**config.mk**
```make
export PLATFORM = sky130hd
export DESIGN_NAME = gray_alpha_over_compositor
export DESIGN_NICKNAME = d
export VERILOG_FILES = /design/src/rtl/gao_pkg.sv /design/src/rtl/gao_pipe_ctrl.sv /design/src/rtl/gao_blend.sv /design/src/rtl/gao_unpremul.sv /design/src/rtl/gray_alpha_over_compositor.sv
export SDC_FILE = /design/constraint.sdc
export NUM_CORES = 1
export LEC_CHECK = 0
export BUFFER_PORTS_ARGS = -buffer_cell sky130_fd_sc_hd__buf_2
export CELL_PAD_IN_SITES_DETAIL_PLACEMENT = 0
export CELL_PAD_IN_SITES_GLOBAL_PLACEMENT = 1
export CORE_AREA = 2 2 498 253
export CTS_CLUSTER_DIAMETER = 40
export CTS_CLUSTER_SIZE = 8
export DETAILED_ROUTE_END_ITERATION = 8
export DIE_AREA = 0 0 500 255
export PLACE_DENSITY_LB_ADDON = 0.1
export SYNTH_ARGS = -nofsm -noshare
export SYNTH_HDL_FRONTEND = slang
export SYNTH_HIERARCHICAL = 1
export SYNTH_SLANG_ARGS = --single-unit
```
**constraint.sdc**
```tcl
create_clock -name clk -period 6.4 [get_ports clk]
set_input_delay 0.32 -clock clk [delete_from_list [all_inputs] [get_ports clk]]
set_output_delay 0.32 -clock clk [all_outputs]
set_load 0.05 [all_outputs]
```
**src/rtl/gao_pkg.sv**
```systemverilog
// Shared constants, types and arithmetic helpers for the gray-alpha compositor.
package gao_pkg;

	// Channel full scale and rounding offset for the divisions by full scale
	localparam int unsigned CHANNEL_MAX = 255;
	localparam int unsigned HALF_MAX    = CHANNEL_MAX / 2;

	// Pipeline depth: six blend stages, five un-premultiply stages
	localparam int unsigned BLEND_STAGES = 6;
	localparam int unsigned NORM_STAGES  = 5;
	localparam int unsigned NSTAGE       = BLEND_STAGES + NORM_STAGES;

	// Configuration register indexes
	localparam logic CFG_BLEND_MODE    = 1'b0;
	localparam logic CFG_LAYER_OPACITY = 1'b1;

	// Blend modes; the unused code falls through to over
	typedef enum logic [1:0] {
		MODE_OVER  = 2'd0,
		MODE_COPY  = 2'd1,
		MODE_CLEAR = 2'd2
	} blend_mode_t;

	// Per-stage load enables from the pipeline control
	typedef struct packed {
		logic [NSTAGE-1:0] ld;
	} pipe_ctrl_t;

	// Pixel handed from the blend stages to the un-premultiply stages
	typedef struct packed {
		logic       norm;
		logic [7:0] gray;
		logic [7:0] alpha;
	} pix_t;

	// Floor division by 255 of a 17-bit value: estimate, then one correction
	function automatic logic [9:0] div255(input logic [16:0] x);
		logic [17:0] sum;
		logic [9:0]  q;
		logic [17:0] qm;
		logic [17:0] r;
		sum = {1'b0, x} + {9'b0, x[16:8]};
		q   = sum[17:8];
		qm  = {q, 8'b0} - {8'b0, q};
		r   = {1'b0, x} - qm;
		if (r >= 18'(CHANNEL_MAX)) begin
			q = q + 10'd1;
		end
		return q;
	endfunction

	// Saturate at full scale
	function automatic logic [7:0] sat8(input logic [9:0] v);
		logic [7:0] res;
		res = (v > 10'(CHANNEL_MAX)) ? 8'(CHANNEL_MAX) : v[7:0];
		return res;
	endfunction

endpackage

```
**src/rtl/gao_pipe_ctrl.sv**
```systemverilog
// Valid bits and per-stage load enables of the compositor pipeline.
module gao_pipe_ctrl (
	input  logic                clk,
	input  logic                arst_n,
	input  logic                in_valid,
	output logic                in_ready,
	output logic                out_valid,
	input  logic                out_ready,
	output gao_pkg::pipe_ctrl_t ctrl
);

	logic [gao_pkg::NSTAGE-1:0] valid_q;
	logic [gao_pkg::NSTAGE-1:0] ld;

	// Advance a stage when it is empty or the stage after it advances
	always_comb begin
		ld[gao_pkg::NSTAGE-1] = !valid_q[gao_pkg::NSTAGE-1] || out_ready;
		for (int i = gao_pkg::NSTAGE - 2; i >= 0; i--) begin
			ld[i] = !valid_q[i] || ld[i+1];
		end
	end

	// Move valid bits along with the data
	always_ff @(posedge clk or negedge arst_n) begin
		if (!arst_n) begin
			valid_q <= '0;
		end else begin
			if (ld[0]) begin
				valid_q[0] <= in_valid;
			end
			for (int i = 1; i < gao_pkg::NSTAGE; i++) begin
				if (ld[i]) begin
					valid_q[i] <= valid_q[i-1];
				end
			end
		end
	end

	assign ctrl.ld    = ld;
	assign in_ready   = ld[0];
	assign out_valid  = valid_q[gao_pkg::NSTAGE-1];

endmodule

```
**src/rtl/gao_blend.sv**
```systemverilog
// Mode decode and over blending with rounded divisions by full scale (stages 1 to 6).
module gao_blend (
	input  logic                clk,
	input  gao_pkg::pipe_ctrl_t ctrl,
	input  logic [1:0]          blend_mode,
	input  logic [7:0]          layer_opacity,
	input  logic [7:0]          src_gray,
	input  logic [7:0]          src_alpha,
	input  logic [7:0]          dst_gray,
	input  logic [7:0]          dst_alpha,
	output gao_pkg::pix_t       pix
);

	localparam logic [7:0]  FULL = 8'(gao_pkg::CHANNEL_MAX);
	localparam logic [16:0] HALF = 17'(gao_pkg::HALF_MAX);

	// Stage 1: decode the pass-through cases, scale source alpha by opacity
	logic        byp_s1;
	logic [7:0]  bg_s1, ba_s1, sg_s1, sa_s1, dg_s1, da_s1;
	logic        full_s1;
	logic [16:0] psa_s1;
	logic        byp_d;
	logic [7:0]  bg_d, ba_d;

	always_comb begin
		byp_d = 1'b0;
		bg_d  = dst_gray;
		ba_d  = dst_alpha;
		if (blend_mode == gao_pkg::MODE_COPY) begin
			byp_d = 1'b1;
			bg_d  = src_gray;
			ba_d  = src_alpha;
		end else if (blend_mode == gao_pkg::MODE_CLEAR) begin
			byp_d = 1'b1;
			bg_d  = '0;
			ba_d  = '0;
		end else if (layer_opacity == '0 || src_alpha == '0) begin
			byp_d = 1'b1;
		end else if (layer_opacity == FULL && (dst_alpha == '0 || src_alpha == FULL)) begin
			byp_d = 1'b1;
			bg_d  = src_gray;
			ba_d  = src_alpha;
		end
	end

	always_ff @(posedge clk) begin
		if (ctrl.ld[0]) begin
			byp_s1  <= byp_d;
			bg_s1   <= bg_d;
			ba_s1   <= ba_d;
			sg_s1   <= src_gray;
			sa_s1   <= src_alpha;
			dg_s1   <= dst_gray;
			da_s1   <= dst_alpha;
			full_s1 <= (layer_opacity == FULL);
			psa_s1  <= ({9'b0, src_alpha} * {9'b0, layer_opacity}) + HALF;
		end
	end

	// Stage 2: effective source alpha and its complement
	logic       byp_s2;
	logic [7:0] bg_s2, ba_s2, sg_s2, sa_s2, ms_s2, dg_s2, da_s2;
	logic [7:0] sa_d;

	assign sa_d = full_s1 ? sa_s1 : gao_pkg::sat8(gao_pkg::div255(psa_s1));

	always_ff @(posedge clk) begin
		if (ctrl.ld[1]) begin
			byp_s2 <= byp_s1;
			bg_s2  <= bg_s1;
			ba_s2  <= ba_s1;
			sg_s2  <= sg_s1;
			sa_s2  <= sa_d;
			ms_s2  <= FULL - sa_d;
			dg_s2  <= dg_s1;
			da_s2  <= da_s1;
		end
	end

	// Stage 3: destination weight and new alpha numerators, source gray product
	logic        byp_s3;
	logic [7:0]  bg_s3, ba_s3, dg_s3;
	logic [16:0] pdw_s3, pa_s3;
	logic [15:0] psg_s3;
	logic [15:0] dams;
	logic [15:0] sam;

	assign dams = da_s2 * ms_s2;
	assign sam  = {sa_s2, 8'b0} - {8'b0, sa_s2};

	always_ff @(posedge clk) begin
		if (ctrl.ld[2]) begin
			byp_s3 <= byp_s2;
			bg_s3  <= bg_s2;
			ba_s3  <= ba_s2;
			dg_s3  <= dg_s2;
			pdw_s3 <= {1'b0, dams} + HALF;
			pa_s3  <= {1'b0, dams} + {1'b0, sam} + HALF;
			psg_s3 <= sg_s2 * sa_s2;
		end
	end

	// Stage 4: divide destination weight and new alpha
	logic        byp_s4;
	logic [7:0]  bg_s4, ba_s4, dg_s4, dw_s4, a_s4;
	logic [15:0] psg_s4;

	always_ff @(posedge clk) begin
		if (ctrl.ld[3]) begin
			byp_s4 <= byp_s3;
			bg_s4  <= bg_s3;
			ba_s4  <= ba_s3;
			dg_s4  <= dg_s3;
			dw_s4  <= gao_pkg::sat8(gao_pkg::div255(pdw_s3));
			a_s4   <= gao_pkg::sat8(gao_pkg::div255(pa_s3));
			psg_s4 <= psg_s3;
		end
	end

	// Stage 5: premultiplied gray numerator
	logic        byp_s5;
	logic [7:0]  bg_s5, ba_s5, a_s5;
	logic [16:0] pg_s5;
	logic [15:0] dgw;

	assign dgw = dg_s4 * dw_s4;

	always_ff @(posedge clk) begin
		if (ctrl.ld[4]) begin
			byp_s5 <= byp_s4;
			bg_s5  <= bg_s4;
			ba_s5  <= ba_s4;
			a_s5   <= a_s4;
			pg_s5  <= {1'b0, dgw} + {1'b0, psg_s4} + HALF;
		end
	end

	// Stage 6: divide gray and pick the blended or pass-through pixel
	gao_pkg::pix_t pix_s6;
	logic [7:0]    g_d;

	assign g_d = gao_pkg::sat8(gao_pkg::div255(pg_s5));

	always_ff @(posedge clk) begin
		if (ctrl.ld[5]) begin
			pix_s6.norm  <= !byp_s5 && (a_s5 != '0);
			pix_s6.gray  <= byp_s5 ? bg_s5 : g_d;
			pix_s6.alpha <= byp_s5 ? ba_s5 : a_s5;
		end
	end

	assign pix = pix_s6;

endmodule

```
**src/rtl/gao_unpremul.sv**
```systemverilog
// Un-premultiply gray by the new alpha: restoring divider, two quotient bits a stage (stages 7 to 11).
module gao_unpremul (
	input  logic                clk,
	input  gao_pkg::pipe_ctrl_t ctrl,
	input  gao_pkg::pix_t       pix,
	output logic [7:0]          out_gray,
	output logic [7:0]          out_alpha
);

	localparam int unsigned S0 = gao_pkg::BLEND_STAGES;

	typedef struct packed {
		logic [7:0] rem;
		logic [7:0] lo;
		logic [7:0] q;
	} div_t;

	// Two restoring steps of gray*255 / alpha
	function automatic div_t step2(input div_t s, input logic [7:0] d);
		div_t       r;
		logic [8:0] t;
		r = s;
		for (int k = 0; k < 2; k++) begin
			t = {r.rem, r.lo[7]};
			r.lo = {r.lo[6:0], 1'b0};
			if (t >= {1'b0, d}) begin
				t   = t - {1'b0, d};
				r.q = {r.q[6:0], 1'b1};
			end else begin
				r.q = {r.q[6:0], 1'b0};
			end
			r.rem = t[7:0];
		end
		return r;
	endfunction

	// Stage 7: form gray*255, flag quotients that saturate
	logic        norm_s7, sat_s7;
	logic [7:0]  g_s7, a_s7;
	div_t        dv_s7;
	logic [15:0] num;

	assign num = {pix.gray, 8'b0} - {8'b0, pix.gray};

	always_ff @(posedge clk) begin
		if (ctrl.ld[S0]) begin
			norm_s7 <= pix.norm;
			sat_s7  <= (pix.gray >= pix.alpha);
			g_s7    <= pix.gray;
			a_s7    <= pix.alpha;
			dv_s7   <= '{rem: num[15:8], lo: num[7:0], q: 8'b0};
		end
	end

	// Stages 8 to 10: two quotient bits each
	logic       norm_s8, sat_s8, norm_s9, sat_s9, norm_s10, sat_s10;
	logic [7:0] g_s8, a_s8, g_s9, a_s9, g_s10, a_s10;
	div_t       dv_s8, dv_s9, dv_s10;

	always_ff @(posedge clk) begin
		if (ctrl.ld[S0+1]) begin
			norm_s8 <= norm_s7;
			sat_s8  <= sat_s7;
			g_s8    <= g_s7;
			a_s8    <= a_s7;
			dv_s8   <= step2(dv_s7, a_s7);
		end
		if (ctrl.ld[S0+2]) begin
			norm_s9 <= norm_s8;
			sat_s9  <= sat_s8;
			g_s9    <= g_s8;
			a_s9    <= a_s8;
			dv_s9   <= step2(dv_s8, a_s8);
		end
		if (ctrl.ld[S0+3]) begin
			norm_s10 <= norm_s9;
			sat_s10  <= sat_s9;
			g_s10    <= g_s9;
			a_s10    <= a_s9;
			dv_s10   <= step2(dv_s9, a_s9);
		end
	end

	// Stage 11: last two bits and the output register
	logic [7:0] gray_s11, alpha_s11;
	div_t       dv_last;

	assign dv_last = step2(dv_s10, a_s10);

	always_ff @(posedge clk) begin
		if (ctrl.ld[S0+4]) begin
			alpha_s11 <= a_s10;
			if (!norm_s10) begin
				gray_s11 <= g_s10;
			end else if (sat_s10) begin
				gray_s11 <= 8'(gao_pkg::CHANNEL_MAX);
			end else begin
				gray_s11 <= dv_last.q;
			end
		end
	end

	assign out_gray  = gray_s11;
	assign out_alpha = alpha_s11;

endmodule

```
**src/rtl/gray_alpha_over_compositor.sv**
```systemverilog
// Top level of the gray-plus-alpha over compositor.
//
//  channel  dir  handshake             payload
//  s_       in   s_tvalid / s_tready   s_tdata: src_gray, src_alpha, dst_gray, dst_alpha
//  m_       out  m_tvalid / m_tready   m_tdata: out_gray, out_alpha
//  cfg_     in   cfg_valid / cfg_ready cfg_index, cfg_data
//
// One pixel pair is taken every clock while the output is not stalled; each result
// passes through eleven register stages (six blend stages, five divider stages
// for un-premultiply).
// Each stage advances when it is empty or the stage after it advances, so
// bubbles close up behind a stalled output and a stall drops or repeats nothing.
// Reset clears the valid bits and sets over mode at full opacity.
module gray_alpha_over_compositor (
	input  logic        clk,
	input  logic        arst_n,
	input  logic        s_tvalid,
	output logic        s_tready,
	input  logic [31:0] s_tdata,   // src_gray, src_alpha, dst_gray, dst_alpha
	output logic        m_tvalid,
	input  logic        m_tready,
	output logic [15:0] m_tdata,   // out_gray, out_alpha
	input  logic        cfg_valid,
	output logic        cfg_ready,
	input  logic        cfg_index,
	input  logic [7:0]  cfg_data
);

	logic [1:0]          blend_mode_q;
	logic [7:0]          layer_opacity_q;
	gao_pkg::pipe_ctrl_t ctrl;
	gao_pkg::pix_t       pix;
	logic [7:0]          out_gray, out_alpha;

	// Configuration registers, always ready
	assign cfg_ready = 1'b1;

	always_ff @(posedge clk or negedge arst_n) begin
		if (!arst_n) begin
			blend_mode_q    <= gao_pkg::MODE_OVER;
			layer_opacity_q <= 8'(gao_pkg::CHANNEL_MAX);
		end else if (cfg_valid && cfg_ready) begin
			case (cfg_index)
				gao_pkg::CFG_BLEND_MODE: begin
					blend_mode_q <= cfg_data[1:0];
				end
				gao_pkg::CFG_LAYER_OPACITY: begin
					layer_opacity_q <= cfg_data;
				end
				default: begin
					blend_mode_q <= blend_mode_q;
				end
			endcase
		end
	end

	gao_pipe_ctrl u_ctrl (
		.clk       (clk),
		.arst_n    (arst_n),
		.in_valid  (s_tvalid),
		.in_ready  (s_tready),
		.out_valid (m_tvalid),
		.out_ready (m_tready),
		.ctrl      (ctrl)
	);

	gao_blend u_blend (
		.clk           (clk),
		.ctrl          (ctrl),
		.blend_mode    (blend_mode_q),
		.layer_opacity (layer_opacity_q),
		.src_gray      (s_tdata[7:0]),
		.src_alpha     (s_tdata[15:8]),
		.dst_gray      (s_tdata[23:16]),
		.dst_alpha     (s_tdata[31:24]),
		.pix           (pix)
	);

	gao_unpremul u_unpremul (
		.clk       (clk),
		.ctrl      (ctrl),
		.pix       (pix),
		.out_gray  (out_gray),
		.out_alpha (out_alpha)
	);

	assign m_tdata = {out_alpha, out_gray};

endmodule

```
# After elaboration in Yosys (flattened, before gate mapping)
# Index checks and enable logic that the tools add are counted.
dict set report totals {
  ram_bits 0
  out_inout_bits 19
  romBits 0
  elab_cells 213
  n_memories 0
  latchBits 0
  regBits 488
  input_bits 46
}
dict set report classes {
  muxes 40
  n_mul 4
  n_bitwise 1
  n_shift 0
  n_addsub 32
  n_eq_ne 4
  n_div 0
  order_cmp 17
  n_reduce_logical 34
}
# op n
set op_table {}
lappend op_table {{$mux 8} 25}
lappend op_table {{$add 17x9->18} 4}
lappend op_table {{$ge 18x8->1 const B} 4}
lappend op_table {{$ge 9x8->1} 8}
lappend op_table {{$sub 17x18->18} 4}
lappend op_table {{$sub 18x10->18} 4}
lappend op_table {{$mul 8x8->16} 4}
lappend op_table {{$mux 10} 6}
lappend op_table {{$sub 8x8->8} 7}
lappend op_table {{$add 10x1->10 const B} 4}
lappend op_table {{$gt 10x8->1 const B} 4}
lappend op_table {{$add 16x16->17} 2}
lappend op_table {{$add 16x7->17 const B} 2}
lappend op_table {{$add 17x7->17 const B} 2}
lappend op_table {{$sub 16x8->16} 2}
lappend op_table {{$logic_not 8->1} 3}
lappend op_table {{$eq 8x8->1 const B} 2}
lappend op_table {{$logic_or 1x1->1} 13}
lappend op_table {{$logic_not 1->1} 12}
lappend op_table {{$mux 1} 9}
lappend op_table {{$ge 8x8->1} 1}
lappend op_table {{$reduce_bool 8->1} 1}
lappend op_table {{$sub 8x8->8 const A} 1}
lappend op_table {{$reduce_and 2->1} 2}
lappend op_table {{other kinds (5)} 6}

# Longest topological paths before layout
# Gate-level depths: netlist of run 1.
dict set report depth {
  word_depth 12
  mapped_depth 28
  mapped_depth_nobuf 26
}

# Hierarchy
# The synthesis of run 1 kept the hierarchy.
# mod area_each_um2 n_inst cells_each seq_area_each_um2
set by_module_without_submodules {}
lappend by_module_without_submodules {gao_blend 27438.8 1 2669 9459.1}
lappend by_module_without_submodules {gao_unpremul 8339.2 1 664 4444.3}
lappend by_module_without_submodules {gao_pipe_ctrl 499.2 1 41 275.3}
lappend by_module_without_submodules {gray_alpha_over_compositor 431.7 1 24 260.2}

# Least setup slack after synthesis of run 1
# OpenSTA, ideal clock, no wires.
dict set report synth_path {
  path_kind {flip-flop to flip-flop}
  startpoint {reg u_blend.pg_s5[13]}
  endpoint {reg u_blend.pix_s6 (netlist bit u_blend/pix[13]), data pin}
  path_stages_with_launch 28
  t_required_ps 6135
  period_less_slack_ps 5946
  n_path_buf 1
  setup_slack_ps 454
  setup_ps 265
  t_arrival_ps 5681
  cell_sequence {edfxtp_1 -> ha_1 -> a41o_1 -> a21oi_1 -> o21ai_0 -> a21o_1 -> a21oi_1 -> nor2b_1 -> and2_1 -> and3_1 -> and2_1 -> ha_1 -> inv_1 -> ha_1 -> inv_1 -> ha_1 -> o21a_1 -> o21a_1 -> o41a_1 -> a2111oi_2 -> o221ai_1 -> a2111oi_0 -> o2111a_1 -> or4b_1 -> buf_6 -> nand2_1 -> mux2i_1 -> a21oi_1}
}
dict set report synth_via {
  elab_chain_cells 8
  elab_cells_between_ends 9
  cone_classes {add/sub (4); order compare (2); mux (3)}
}
# item line_no
set synth_lines {}
lappend synth_lines {{from (decl)} gao_blend.sv:123} ;# logic [16:0] pg_s5;
lappend synth_lines {{from (signal assigned)} gao_blend.sv:134} ;# pg_s5 <= {1'b0, dgw} + {1'b0, psg_s4} + HALF;
lappend synth_lines {{$add 17x9->18} gao_pkg.sv:42} ;# sum = {1'b0, x} + {9'b0, x[16:8]};
lappend synth_lines {{$sub 18x10->18} gao_pkg.sv:44} ;# qm = {q, 8'b0} - {8'b0, q};
lappend synth_lines {{$sub 17x18->18} gao_pkg.sv:45} ;# r = {1'b0, x} - qm;
lappend synth_lines {{$ge 18x8->1} gao_pkg.sv:46} ;# if (r >= 18'(CHANNEL_MAX)) begin
lappend synth_lines {{$mux 10 (*)} gao_pkg.sv:46}
lappend synth_lines {{$gt 10x8->1} gao_pkg.sv:55} ;# res = (v > 10'(CHANNEL_MAX)) ? 8'(CHANNEL_MAX) : v[7:0];
lappend synth_lines {{$mux 8 (*)} gao_pkg.sv:55}
lappend synth_lines {{$mux 8 (*)} gao_blend.sv:147} ;# pix_s6.gray <= byp_s5 ? bg_s5 : g_d;
lappend synth_lines {{to (decl)} gao_blend.sv:139} ;# gao_pkg::pix_t pix_s6;
# Every way passes the cells marked *; elsewhere a longest branch is shown, timed or not.
# A chain may end at the register's enable or synchronous reset.

# Worst setup path in the final report of run 1
dict set report layout_path {
  startpoint {reg u_blend.pg_s5[9]}
  endpoint {reg u_blend.pix_s6 (netlist bit u_blend/pix[13]), data pin}
}
# The elaborated chain is that of the path after synthesis.

==> metrics, run 1 <==
status complete, no violations; CTS buffer count 81; row cnt 92; Final Cycle Share 96.0%; Total GRT Usage 16.8%; WP data required 6780 ps; vias in the first global route 24.7k; DR vias/cell 4.72; worst hold start s_tdata[9]; Post-Syn Area 36700 um2; # setup viols final 0; critical path arrival 6520 ps; mean area per synthesized cell 10.8 um2; Fin Clk Skew 21.1 ps; Clk pin slew, worst setup/hold paths 50 ps; H-tree depth 3; worst skew pair latency 650 ps; worst reg2reg path startpoint u_blend/pg_s5[9]$_DFFE_PP_; detailed-route DRC error count 0; CTS root buf clkbuf_16; worst-case reg-to-reg path depth 27; average wire per standard cell 19.7 um; clock sinks 484; Critical Path Source Type register; Core Area 124000 um2; Routability Congestion 0.837; RR Endpoint u_blend/pix[13]$_DFFE_PP_; Pins Over Slew Limit 0; Worst-Margin Slew 1100 ps; Layout Nets 4339; Seq/Total Area, Yosys 39.3%; Syn Inst Count 3398; maxcap violations 0; R2R Setup Slk 250 ps; TritonCTS clock tree yes; WS Path Type register to register; port bufs 63; total gr overflow 0; final hold violation count 0; fmax 163 MHz; Synth warnings 6; Distinct cells, synth 102; Die Y 255 um; layout cells sized above 1 12.8%; asr flop ratio synth 4.34%; CP endpoint kind register; antenna violations before repair 10; die area 128000 um2; Area growth syn-to-layout 17.8%; num ports 65; First DRT Iteration DRCs 2043; Worst Path Max Fanout 9; Initial Util 29.6%; Final HPWL DP 85.8 mm; Hold Path Class primary input to register; Slew HR 26.5%; syn_nets 4046; hold depth 1; first-pass GRT wire length 162 mm; Core Util, Final 34.9%; Post-synth EDFFs 463; Post-Route WL 106 mm; crit path time final 6150 ps; Hold EP u_blend/sa_s1[1]$_DFFE_PP_; number of antenna-violating nets in the routed design 0; die width 500 um; via count 25.5k; ys flop type edfxtp_1; Max clock buf depth 3; largest net degree at the start of global routing 69; Detailed Routing Iterations Pass 1 6; Seq cells post-synth 484
[layout make-up]
type / instances / area [um2]
antenna: 7 / 17.5
clock buffer: 98 / 2110
clock inverter: 30 / 358
fill: 12426 / 80700
inverter: 494 / 1860
multi-input combinational: 2357 / 20400
sequential: 484 / 14400
tap: 1645 / 2060
timing repair buffer: 273 / 1990
[how the worst max path moves through the flow]
stage | startpoint | endpoint | slack (ps) | depth (start not counted)
after detailed placement | u_blend/pg_s5[5]$_DFFE_PP_ | u_blend/pix[11]$_DFFE_PP_ | -60 | 28
after floorplan | u_blend/pg_s5[13]$_DFFE_PP_ | u_blend/pix[13]$_DFFE_PP_ | 450 | 27
after CTS | u_blend/pg_s5[13]$_DFFE_PP_ | u_blend/pix[15]$_DFFE_PP_ | 9 | 28
after global placement | u_blend/pg_s5[4]$_DFFE_PP_ | u_blend/pix[13]$_DFFE_PP_ | 40 | 28
final | u_blend/pg_s5[9]$_DFFE_PP_ | u_blend/pix[13]$_DFFE_PP_ | 250 | 27
after global routing | u_blend/pa_s3[9]$_DFFE_PP_ | u_blend/a_s4[4]$_SDFFCE_PN1P_ | -0.4 | 28
[state kept, by name, summed over array words and instances (netlist names), 11 cells and up]
signal,cells
u_blend/pa_s3,17
u_blend/pdw_s3,17
u_blend/pg_s5,17
u_blend/pix,17
u_blend/psa_s1,17
u_blend/psg_s3,16
u_blend/psg_s4,16
u_unpremul/dv_s10,15
u_unpremul/dv_s7,15
u_unpremul/dv_s8,15
u_unpremul/dv_s9,15
u_ctrl/valid_q,11
[cells by family after synthesis]
group                    count (synthesis)  share of synthesized area, %
AO/OA/AOI/OAI                          619                          11.3
XOR/XNOR                               207                          4.98
adder cells (fa/ha/maj)                602                          24.2
buffers and inverters                  557                          5.83
flip-flops                             484                          39.3
multiplexers                            68                          2.28
other                                    1                        0.0102
AND/OR/NAND/NOR                        860                          12.1
[layer usage]
layer / up-vias / wire length, um / GRT usage (%)
met5: - / 0 / 0
met1: 12231 / 66200 / 30.6
met4: 0 / 1230 / 2.44
met2: 542 / 34000 / 18.6
met3: 92 / 4880 / 3.22
li1: 12592 / - / -
[worst max-delay path, cell delays in order, from the launching register on]
cell and delay, ps:
edfxtp_1 400, ha_1 290, a31o_2 210, a21oi_2 130, o21ai_1 110, a21o_1 230
a21oi_2 150, nor2b_1 90, and2_1 170, and3_1 220, and2_1 170, ha_1 290
inv_1 60, ha_1 270, inv_1 40, ha_1 320, buf_4 160, a41o_1 260
a31o_4 280, mux2_2 320, a2111oi_4 330, buf_4 180, o2111a_1 180, or4b_4 470
buf_4 190, nand2_1 80, mux2i_1 170, a21oi_1 70
[placed cells by master (no fill, tap or decap), types with 32 or more instances in the layout]
cell type | synthesis | layout
a21o_1 | 55 | 55
a21oi_1 | 173 | 163
and2_1 | 157 | 157
and3_1 | 36 | 36
buf_2 | 5 | 63
buf_4 | 3 | 175
clkbuf_16 | 0 | 82
dlygate4sd3_1 | 0 | 34
edfxtp_1 | 463 | 463
fa_1 | 181 | 181
ha_1 | 421 | 417
inv_1 | 493 | 493
nand2_1 | 239 | 238
nand2b_1 | 32 | 32
nand3_1 | 48 | 45
nand4_1 | 43 | 43
nor2_1 | 125 | 123
nor2b_1 | 39 | 39
nor3_1 | 54 | 54
o21ai_0 | 112 | 106
xnor2_1 | 158 | 154
xor2_1 | 48 | 48
[per-stage QoR]
stage	cell area (um2)	std cells	hold slack [ps]	TNS, ps	setup WS (ps)
after CTS	42900	5367	24.6	0	9.45
after detailed placement	40100	5205	373	-237	-63.2
after floorplan	36700	3398	24.4	0	454
final	43300	5388	94.3	0	254
after global placement	40100	5205	378	0	44.4
after global routing	43200	5384	42.6	-0.385	-0.385
[cell usage after synthesis (22+ instances only)]
master / n / area, um2
nand2_1: 239 / 897
a21o_1: 55 / 413
o21a_1: 25 / 188
clkbuf_1: 51 / 191
nor2b_1: 39 / 244
nand3_1: 48 / 240
and3_1: 36 / 225
o21ai_0: 112 / 561
o21bai_1: 24 / 180
nor2_1: 125 / 469
xnor2_1: 158 / 1380
nor3_1: 54 / 270
nand2b_1: 32 / 200
a21oi_1: 173 / 866
fa_1: 181 / 3620
xor2_1: 48 / 420
mux2_4: 23 / 345
and2_1: 157 / 982
nand4_1: 43 / 269
o211ai_1: 22 / 165
edfxtp_1: 463 / 13900
inv_1: 493 / 1850
ha_1: 421 / 5270
[repair_timing]
action                     4_1_cts  5_1_grt
pin swaps                        0        9
hold buffers                    34        0
gates resized for setup          4       46
gates cloned                     0        0
buffers inserted                 0       14
hold endpoints to repair        49        0
setup endpoints to repair        8       34
Power of run 1 is left out: the tool's default activity adds up to more than one toggle a clock period on the data nets, which glitch-free logic cannot reach.
==> inputs of run 2 (changes only) <==
--- a/config.mk
+++ b/config.mk
@@ -6,6 +6,7 @@
 export NUM_CORES = 1
 export LEC_CHECK = 0
 export BUFFER_PORTS_ARGS = -buffer_cell sky130_fd_sc_hd__buf_2
+export CAP_MARGIN = 40
 export CELL_PAD_IN_SITES_DETAIL_PLACEMENT = 0
 export CELL_PAD_IN_SITES_GLOBAL_PLACEMENT = 1
 export CORE_AREA = 2 2 498 253
@@ -13,7 +14,7 @@
 export CTS_CLUSTER_SIZE = 8
 export DETAILED_ROUTE_END_ITERATION = 8
 export DIE_AREA = 0 0 500 255
-export PLACE_DENSITY_LB_ADDON = 0.1
+export PLACE_DENSITY = 0.52
 export SYNTH_ARGS = -nofsm -noshare
 export SYNTH_HDL_FRONTEND = slang
 export SYNTH_HIERARCHICAL = 1
==> run 2 against run 1 <==
  * Sequential share of layout area grew 0.17 points
  * Via count barely moved
  * Sequential cell count is the same
==> metrics, run 2 (synthesized netlist as in run 1, its figures left out) <==
status complete, no violations; Total GRT Usage 16.4%; first-pass GRT wire length 158 mm; clock sinks 484; GR met3 Demand/Resource 3.24%; TritonCTS clock tree yes; Post-Route WL 105 mm; maxcap violations 0; via count 25.5k; row cnt 92; GRT Max-Usage Layer met1; Slew HR 45.2%; CTS root buf clkbuf_16; WP data required 6760 ps; die width 500 um; Worst-Margin Slew 821 ps; WS Path Type register to register; RR Endpoint u_blend/pa_s3[16]$_DFFE_PP_; GR Util met1 29.9%; Die Y 255 um; Clk pin slew, worst setup/hold paths 50 ps; port bufs 63; vias in the first global route 24.4k; CP endpoint kind register; worst reg2reg path startpoint u_blend/ms_s2[5]$_DFFE_PP_; Critical Path Source Type register; Layout Nets 4309; setup TNS 0 ps; # setup viols final 0; Routability Congestion 0.852; DR vias/cell 4.76; Final Non-Filler Cells 5346; num ports 65; CTS buffer count 80; antenna violations before repair 6; total gr overflow 0; worst-case reg-to-reg path depth 20; Fin Clk Skew 34.0 ps; Final Cycle Share 96.5%; worst hold start cfg_valid; Core Area 124000 um2; First DRT Iteration DRCs 2306; Hold EP blend_mode_q[1]$_DFFE_PN0P_; critical path arrival 6530 ps; Detailed Routing Iterations Pass 1 6; Max clock buf depth 3; Area growth syn-to-layout 17.2%; fmax 162 MHz; average wire per standard cell 19.6 um; Initial Util 29.6%; Final HPWL DP 83.9 mm; die area 128000 um2; Core Util, Final 34.7%; detailed-route DRC error count 0; largest net degree at the start of global routing 58; leading cell type in the layout, fill and taps excluded inv_1; crit path time final 6180 ps; Hold Path Class primary input to register; DP Cell Count 5179; H-tree depth 3; number of antenna-violating nets in the routed design 0; final hold violation count 0; Pins Over Slew Limit 0; hold depth 3; R2R Setup Slk 220 ps; met2 Use GR 18.1%; layout cells sized above 1 12.3%; most frequent cells in the layout inv_1, edfxtp_1, ha_1, nand2_1, fa_1; worst skew pair latency 660 ps; Worst Path Max Fanout 8
==> run 2: worst max-delay path by stage <==
| stage | from | endpoint | cells after the start |
|---|---|---|---|
| after floorplan | u_blend/pg_s5[13]$_DFFE_PP_ | u_blend/pix[13]$_DFFE_PP_ | 27 |
| after global placement | u_blend/pg_s5[5]$_DFFE_PP_ | u_blend/pix[13]$_DFFE_PP_ | 27 |
| after detailed placement | u_blend/pg_s5[5]$_DFFE_PP_ | u_blend/pix[13]$_DFFE_PP_ | 28 |
| after CTS | u_blend/pg_s5[5]$_DFFE_PP_ | u_blend/pix[12]$_DFFE_PP_ | 28 |
| after global routing | u_blend/pg_s5[12]$_DFFE_PP_ | u_blend/pix[13]$_DFFE_PP_ | 27 |
| final | u_blend/ms_s2[5]$_DFFE_PP_ | u_blend/pa_s3[16]$_DFFE_PP_ | 20 |
==> run 2: what timing repair did <==
action | in CTS | in global routing
hold buffers | 35 | 0
resized for setup | 2 | 61
setup endpoints to repair | 4 | 44
hold endpoints to repair | 57 | 0
setup buffers | 0 | 10
pin swaps | 0 | 12
==> run 2: routing by layer <==
layer  share of wire (%)  vias up
met1                  61    12294
met2                  32      593
met3                 5.7       76
li1                    -    12492
met5                   0        -
met4                 1.0        0
==> run 2: final cells by class <==
| type | count | area (um2) |
|---|---|---|
| Timing Repair Buffer | 244 | 1830 |
| Inverter | 494 | 1860 |
| Multi-Input combinational cell | 2357 | 20400 |
| Antenna cell | 3 | 7.51 |
| Tap cell | 1645 | 2060 |
| Sequential cell | 484 | 14400 |
| Clock buffer | 94 | 2090 |
| Fill cell | 12433 | 80900 |
| Clock inverter | 25 | 313 |
==> run 2: critical path, cell delays in order (launching register included) <==
cell and delay, ps:
edfxtp_1 600, nand2_1 130, fa_1 480, fa_1 540
inv_1 60, fa_1 500, fa_1 490, ha_1 350
inv_1 50, o21bai_1 200, a21oi_2 100, buf_4 150
xnor2_2 340, ha_1 310, ha_1 390, nand3_1 100
o21ai_0 330, o211ai_1 180, a21oi_1 280, o21a_1 170
o311ai_1 130
==> run 2: through the flow <==
stage	worst slack [ps]	hold WS (ps)	area, um2
final	223	88.3	43000
after global routing	-88.7	62.0	43000
after CTS	19.8	36.5	42700
after detailed placement	46.1	335	39900
after global placement	20.9	341	39800
after floorplan	454	24.4	36700
Power of run 2 is left out for the same reason.
